**src/hdl/lslc_pkg.sv**
```systemverilog
// ----------------------------------------------------------------------------
// lslc_pkg
// constants, types and helpers for the light sensor lux calculator
// ----------------------------------------------------------------------------
package lslc_pkg;

  localparam int CNT_W       = 16;
  localparam int SCALE_W     = 19;
  localparam int SCALE_FRAC  = 10;
  localparam int CH_W        = CNT_W + SCALE_W - SCALE_FRAC;
  localparam int RATIO_FRAC  = 10;
  localparam int THR_W       = 11;
  localparam int COEF_W      = 10;
  localparam int NUM_W       = CH_W + RATIO_FRAC + 1;
  localparam int PROD_W      = CH_W + COEF_W;
  localparam int LUX_W       = 21;
  localparam int LUX_FRAC    = 14;
  localparam int BAND_COUNT  = 7;

  typedef logic [SCALE_W-1:0] scale_t;
  typedef logic [CH_W-1:0]    ch_t;
  typedef logic [THR_W-1:0]   thr_t;
  typedef logic [COEF_W-1:0]  coef_t;
  typedef logic [PROD_W-1:0]  prod_t;

  localparam logic [1:0] IT_SHORT  = 2'd0;
  localparam logic [1:0] IT_MEDIUM = 2'd1;

  localparam scale_t SCALE_SHORT   = scale_t'(16'h7517);
  localparam scale_t SCALE_MEDIUM  = scale_t'(16'h0FE7);
  localparam scale_t SCALE_NOMINAL = scale_t'(1 << SCALE_FRAC);

  // rounded ratio <= k  <=>  ch1 * 1024 < (2k + 1) * ch0
  localparam thr_t BAND_THR [BAND_COUNT] = '{
    thr_t'(2 * 'h043 + 1), thr_t'(2 * 'h085 + 1), thr_t'(2 * 'h0c8 + 1),
    thr_t'(2 * 'h10a + 1), thr_t'(2 * 'h14d + 1), thr_t'(2 * 'h19a + 1),
    thr_t'(2 * 'h29a + 1)
  };
  localparam coef_t BAND_B [BAND_COUNT] = '{
    coef_t'('h204), coef_t'('h228), coef_t'('h253), coef_t'('h282),
    coef_t'('h177), coef_t'('h101), coef_t'('h037)
  };
  localparam coef_t BAND_M [BAND_COUNT] = '{
    coef_t'('h1ad), coef_t'('h2c1), coef_t'('h363), coef_t'('h3df),
    coef_t'('h1dd), coef_t'('h127), coef_t'('h02b)
  };

  function automatic scale_t scale_for(input logic [1:0] itime, input logic hgain);
    scale_t s;
    unique case (itime)
      IT_SHORT:  s = SCALE_SHORT;
      IT_MEDIUM: s = SCALE_MEDIUM;
      default:   s = SCALE_NOMINAL;
    endcase
    if (!hgain) begin
      s = s << 4;
    end
    return s;
  endfunction

endpackage

```
**src/hdl/light_sensor_lux_calc_top.sv**
```systemverilog
// ----------------------------------------------------------------------------
// light_sensor_lux_calc_top
// lux from broadband and infrared photodiode counts, five stage pipeline
// ----------------------------------------------------------------------------
// Usage:
//   Input channel in_valid / in_stall carries broadband_count and
//   infrared_count; each accepted item gives exactly one lux item on the
//   output channel out_valid / out_stall, in order.
//   An item passes through five register stages: channel scaling
//   multipliers, band threshold multipliers, band compare and coefficient
//   select, coefficient multipliers, difference with rounding into the
//   output register. One item can be accepted every cycle while in_stall
//   is low; throughput is then one item per cycle.
//   When the receiver stalls, the output item holds; earlier stages keep
//   filling empty slots, and in_stall rises only once every stage is full.
//   Synchronous reset empties the pipeline and sets integration_time to 0
//   and gain_x16 to 1. The APB port writes those two registers at byte
//   addresses 0 and 4 and reads them back; write only while idle.
// ----------------------------------------------------------------------------
module light_sensor_lux_calc_top (
  input  logic                        clk,
  input  logic                        rst,
  input  logic                        psel,
  input  logic                        penable,
  input  logic                        pwrite,
  input  logic [2:0]                  paddr,
  input  logic [31:0]                 pwdata,
  output logic [31:0]                 prdata,
  output logic                        pready,
  input  logic                        in_valid,
  output logic                        in_stall,
  input  logic [lslc_pkg::CNT_W-1:0]  broadband_count,
  input  logic [lslc_pkg::CNT_W-1:0]  infrared_count,
  output logic                        out_valid,
  input  logic                        out_stall,
  output logic [lslc_pkg::LUX_W-1:0]  lux
);
  import lslc_pkg::*;

  logic [1:0] integration_time;
  logic       gain_x16;

  // stage registers
  logic  v1, v2, v3, v4, v5;
  ch_t   ch0_1, ch1_1, ch0_2, ch1_2, ch0_3, ch1_3;
  logic  zero2;
  logic [NUM_W-1:0] thr2 [BAND_COUNT];
  coef_t b3, m3;
  prod_t pos4, neg4;

  logic rdy1, rdy2, rdy3, rdy4, rdy5;

  scale_t              scale;
  logic [CNT_W+SCALE_W-1:0] raw0_p, raw1_p;
  logic [NUM_W-1:0]    num2;
  coef_t               b_sel, m_sel;
  prod_t               diff;
  logic [PROD_W:0]     rsum;

  // configuration
  assign pready = 1'b1;

  always_ff @(posedge clk) begin
    if (rst) begin
      integration_time <= IT_SHORT;
      gain_x16         <= 1'b1;
    end else if (psel && penable && pwrite) begin
      if (paddr[2]) begin
        gain_x16 <= pwdata[0];
      end else begin
        integration_time <= pwdata[1:0];
      end
    end
  end

  always_comb begin
    if (paddr[2]) begin
      prdata = {31'b0, gain_x16};
    end else begin
      prdata = {30'b0, integration_time};
    end
  end

  // flow control
  assign rdy5     = !v5 || !out_stall;
  assign rdy4     = !v4 || rdy5;
  assign rdy3     = !v3 || rdy4;
  assign rdy2     = !v2 || rdy3;
  assign rdy1     = !v1 || rdy2;
  assign in_stall = !rdy1;

  always_ff @(posedge clk) begin
    if (rst) begin
      v1 <= 1'b0;
      v2 <= 1'b0;
      v3 <= 1'b0;
      v4 <= 1'b0;
      v5 <= 1'b0;
    end else begin
      if (rdy1) v1 <= in_valid;
      if (rdy2) v2 <= v1;
      if (rdy3) v3 <= v2;
      if (rdy4) v4 <= v3;
      if (rdy5) v5 <= v4;
    end
  end

  // stage 1: scale both channels
  assign scale  = scale_for(integration_time, gain_x16);
  assign raw0_p = {{SCALE_W{1'b0}}, broadband_count} * {{CNT_W{1'b0}}, scale};
  assign raw1_p = {{SCALE_W{1'b0}}, infrared_count} * {{CNT_W{1'b0}}, scale};

  always_ff @(posedge clk) begin
    if (rdy1) begin
      ch0_1 <= raw0_p[SCALE_FRAC +: CH_W];
      ch1_1 <= raw1_p[SCALE_FRAC +: CH_W];
    end
  end

  // stage 2: band thresholds scaled by ch0
  always_ff @(posedge clk) begin
    if (rdy2) begin
      ch0_2 <= ch0_1;
      ch1_2 <= ch1_1;
      zero2 <= (ch0_1 == '0);
      for (int i = 0; i < BAND_COUNT; i++) begin
        thr2[i] <= {{(NUM_W-CH_W){1'b0}}, ch0_1} *
                   {{(NUM_W-THR_W){1'b0}}, BAND_THR[i]};
      end
    end
  end

  // stage 3: band select
  assign num2 = {1'b0, ch1_2, {RATIO_FRAC{1'b0}}};

  always_comb begin
    b_sel = '0;
    m_sel = '0;
    for (int i = BAND_COUNT - 1; i >= 0; i--) begin
      if (num2 < thr2[i]) begin
        b_sel = BAND_B[i];
        m_sel = BAND_M[i];
      end
    end
    if (zero2) begin
      b_sel = BAND_B[0];
      m_sel = BAND_M[0];
    end
  end

  always_ff @(posedge clk) begin
    if (rdy3) begin
      ch0_3 <= ch0_2;
      ch1_3 <= ch1_2;
      b3    <= b_sel;
      m3    <= m_sel;
    end
  end

  // stage 4: coefficient products
  always_ff @(posedge clk) begin
    if (rdy4) begin
      pos4 <= {{COEF_W{1'b0}}, ch0_3} * {{CH_W{1'b0}}, b3};
      neg4 <= {{COEF_W{1'b0}}, ch1_3} * {{CH_W{1'b0}}, m3};
    end
  end

  // stage 5: clamp, round, shift
  assign diff = (pos4 > neg4) ? (pos4 - neg4) : '0;
  assign rsum = {1'b0, diff} + ((PROD_W+1)'(1) << (LUX_FRAC - 1));

  always_ff @(posedge clk) begin
    if (rdy5) begin
      lux <= rsum[LUX_FRAC +: LUX_W];
    end
  end

  assign out_valid = v5;

endmodule

```
**config.mk**
```make
export PLATFORM = sky130hd
export DESIGN_NAME = light_sensor_lux_calc_top
export DESIGN_NICKNAME = d
export VERILOG_FILES = /design/src/hdl/lslc_pkg.sv /design/src/hdl/light_sensor_lux_calc_top.sv
export SDC_FILE = /design/constraint.sdc
export NUM_CORES = 2
export LEC_CHECK = 0
export BUFFER_PORTS_ARGS = -buffer_cell sky130_fd_sc_hd__buf_4
export CAP_MARGIN = 20
export CELL_PAD_IN_SITES_DETAIL_PLACEMENT = 1
export CELL_PAD_IN_SITES_GLOBAL_PLACEMENT = 2
export CORE_UTILIZATION = 27
export DETAILED_ROUTE_END_ITERATION = 8
export PLACE_DENSITY = 0.62
export REMOVE_ABC_BUFFERS = 1
export SKIP_CTS_REPAIR_TIMING = 1
export SYNTH_ARGS = -nofsm -noshare
export SYNTH_HDL_FRONTEND = slang
export SYNTH_SLANG_ARGS = --single-unit
```
**constraint.sdc**
```tcl
create_clock -name clk -period 16.1 [get_ports clk]
set_input_delay 1.61 -clock clk [delete_from_list [all_inputs] [get_ports clk]]
set_output_delay 1.61 -clock clk [all_outputs]
set_load 0.05 [all_outputs]
```
==> results.md <==
- Total area of multi-input combinational cells: 0.0543 mm2
- Reg-to-reg critical path endpoint: ch0_1[24]
- CP startpoint kind: register
- Number of warnings issued by yosys: 0
- Vias per Instance: 4.50
- Number of nets at the end of the flow: 9,978
- Number of cells on the worst reg-to-reg path: 26
- Share of post-route cells with drive strength above 1: 0.0421
- Hold WS: 410 ps
- Type of the most critical hold path: reg -> reg
- Arrival @ worst endpoint: 8610 ps
- Via Count: 51,398
- Delay of the slowest critical-path stage: 590 ps
- Critical path class: reg -> reg
- Initial core utilization: 0.272
- Clock-pin slew of the registers on the worst-case setup and hold paths: 60 ps
- Register area: 0.0146 mm2
- Worst R2R Start: integration_time[1]
- Post-synthesis instance total: 7,604
- Critical Path Most Common Cell: sky130_fd_sc_hd__fa_1
- Max Clk Rate: 122 MHz
- Pre-CTS setup slack: 7680 ps
- Max Transition Viols Final: 0
- Required time worst endpoint: 16,500 ps
- Share of synthesized flip-flops with an asynchronous set or reset: 0
- Latest clock arrival within the worst-skew pair: 680 ps
- Final Critical Period: 8210 ps
- Core box area: 0.280 mm2
- Slew @ Worst Pin: 1170 ps
- Number of antenna violations at the first check in global routing: 9
- Full die area: 0.284 mm2
- Commonest register cell after synthesis: sky130_fd_sc_hd__edfxtp_1
- Proportion of netlist area held by the largest area contributor: 0.307
- Max_cap viols: 0
- Worst setup slack after layout: 7890 ps
- Number of hold-slack violations in the final timing report: 0
- Clock sink count: 490
- Launch point of the critical path: integration_time[1]
- Cell types occupying the most area after synthesis: sky130_fd_sc_hd__fa_1 31%, sky130_fd_sc_hd__edfxtp_1 19%, sky130_fd_sc_hd__ha_1 18%, sky130_fd_sc_hd__inv_1 8.7%, sky130_fd_sc_hd__nand2_1 3.0%
- Max-Slew Margin vs Limit: 0.213
- Maximum buffer depth of the clock tree: 3
- Cell Area, Synth: 0.0761 mm2
- Util after Layout: 0.299
- Detailed Routing Iterations Pass 1: 5
- Slowest cell on crit path: sky130_fd_sc_hd__a311oi_1
- Share of synthesized area occupied by flip-flops and latches: 0.192
- P&R area growth vs syn: 9.73%
- Combined global-route utilization of all metal layers: 0.156
- Run status: completed
- CTS root buffer: sky130_fd_sc_hd__clkbuf_16
- DPL Wire Length: 181,000 um
- Horizontal die dimension: 533 um
- Count of buffers from port buffering: 66
- Number of flops mapped to enable cells by yosys: 482
- Max Clock Skew: 40.5 ps
- Number of ports placed on the die boundary: 130
- R2r setup slk: 7890 ps
- Post-detailed-route count of antenna-violating nets: 0
- Crit path to: ch0_1[24]
- Total Routed Length: 219,000 um
- CTS tree: done
- Remaining Overflow, GRT: 0
- Final estimated routing congestion in global placement: 0.832
- Global-route wire length before repair: 344,000 um
- H-tree Lvls: 3
- Maximum number of pins on one net before global-route repair: 71
- Largest fanout on the critical path: 33
- DIE HEIGHT: 533 um
- Number of cells on the worst hold path: 0
- Area leader, netlist: sky130_fd_sc_hd__fa_1
- Number of global-route vias before repair: 59,118
- Num CTS Buffers: 67
- Final critical-path share of the clock period: 0.510
- Critical Path End Type: register
- DRC Markers: 0
- Wire length per cell: 19.1 um
- Unrepaired setup endpoints after global routing: no
- Register bit total from synthesis: 490
- Placement Rows: 194
- Setup violation total in the final timing report: 0
- Filler Cells Inserted: 31,882
- Average instance area after synthesis: 10.0 um2
- Setup tns final: 0 ps
- Number of violations reported at the end of detailed-routing iteration 0: 1,718
- Number of distinct standard cells referenced by the synthesized netlist: 96
critical path: cells and delay by family, from the launching register on:
kind / cells / cell delay, ps
adder cells (fa/ha/maj): 7 / 3320
AND/OR/NAND/NOR: 5 / 860
flip-flops: 1 / 530
XOR/XNOR: 1 / 160
AO/OA/AOI/OAI: 7 / 1980
buffers and inverters: 6 / 1090
stage by stage:
stage,instance area (um2),cells
after CTS,83500,11424
after global routing,83500,11428
after detailed placement,81200,11304
final,83600,11431
after floorplan,75400,7436
after global placement,81200,11304
area by class of cell:
type	count	share of cell area
diodes	4	0.000120
clock buffers	79	0.0214
inverters	1756	0.0789
well taps	3724	0.0558
multi-input cells	5190	0.649
clock inverters	41	0.00545
flip-flops and latches	490	0.175
repair buffers	147	0.0138
cell usage after synthesis, drive strengths merged (7+ instances only):
master   number
a2111oi      13
a211o        10
a211oi       27
a21boi       19
a21o        150
a21oi       281
a221oi       10
a311oi        7
a31o          8
a31oi        26
and2        344
and3         50
and4         11
buf          39
clkbuf      158
dfxtp         8
edfxtp      482
fa         1166
ha         1086
inv        1756
nand2       601
nand2b       45
nand3        92
nand4        47
nor2        257
nor2b        53
nor3         84
nor4         22
nor4b         7
o2111ai       7
o211ai       16
o21a         59
o21ai       157
o21bai       51
o31ai        12
o41ai         7
or2          16
or3          16
or4          10
xnor2       232
xor2         96
flip-flops by register name, indices dropped and copies added (netlist names), 2 cells and up:
signal,cells
thr2,220
neg4,35
pos4,35
ch0_1,25
ch0_2,25
ch0_3,25
ch1_1,25
ch1_2,25
ch1_3,25
lux,21
b3,10
m3,10
integration_time,2
cells by family after synthesis:
kind of cell | Yosys count | synth area share
adder cells (fa/ha/maj) | 2252 | 0.485
buffers and inverters | 1953 | 0.0979
AND/OR/NAND/NOR | 1668 | 0.108
AO/OA/AOI/OAI | 907 | 0.0780
flip-flops | 490 | 0.192
XOR/XNOR | 328 | 0.0380
multiplexers | 4 | 0.000542
other | 2 | 0.0000986
placed cells by master, fill, tap and decap left out, types with 16 or more instances in the layout:
master / Yosys / layout
sky130_fd_sc_hd__nor3_1: 82 / 79
sky130_fd_sc_hd__nand4_1: 46 / 46
sky130_fd_sc_hd__and2_1: 343 / 343
sky130_fd_sc_hd__and3_1: 50 / 50
sky130_fd_sc_hd__a211oi_1: 27 / 27
sky130_fd_sc_hd__nor2_1: 256 / 255
sky130_fd_sc_hd__a31oi_1: 25 / 24
sky130_fd_sc_hd__clkbuf_16: 0 / 70
sky130_fd_sc_hd__nor2b_1: 52 / 50
sky130_fd_sc_hd__xnor2_1: 229 / 229
sky130_fd_sc_hd__conb_1: 2 / 31
sky130_fd_sc_hd__a21o_1: 150 / 150
sky130_fd_sc_hd__nand2b_1: 45 / 45
sky130_fd_sc_hd__o21bai_1: 50 / 50
sky130_fd_sc_hd__inv_1: 1756 / 1755
sky130_fd_sc_hd__buf_4: 31 / 144
sky130_fd_sc_hd__o21ai_0: 150 / 150
sky130_fd_sc_hd__nand2_1: 600 / 599
sky130_fd_sc_hd__nand3_1: 91 / 90
sky130_fd_sc_hd__nor4_1: 20 / 20
sky130_fd_sc_hd__ha_1: 1086 / 1086
sky130_fd_sc_hd__edfxtp_1: 482 / 482
sky130_fd_sc_hd__fa_1: 1166 / 1166
sky130_fd_sc_hd__o21a_1: 59 / 59
sky130_fd_sc_hd__a21boi_0: 17 / 17
sky130_fd_sc_hd__or3_1: 16 / 16
sky130_fd_sc_hd__a21oi_1: 281 / 279
sky130_fd_sc_hd__xor2_1: 96 / 96
worst min path at each step:
stage,startpoint,end,slack [ps]
after global placement,ch0_2[15],ch0_3[15],400
final,ch1_1[12],ch1_2[12],410
after global routing,ch1_1[8],ch1_2[8],420
after CTS,ch1_1[12],ch1_2[12],410
after floorplan,ch0_2[10],ch0_3[10],400
after detailed placement,ch1_1[12],ch1_2[12],410
layer usage:
| metal | GRT usage | share of wire |
|---|---|---|
| met5 | 0 | 0 |
| met4 | 0.0388 | 0.024 |
| met1 | 0.196 | 0.45 |
| met3 | 0.0116 | 0.021 |
| met2 | 0.288 | 0.51 |
Power is left out: the tool's default activity adds up to more than one toggle a clock period on the data nets, which glitch-free logic cannot reach.
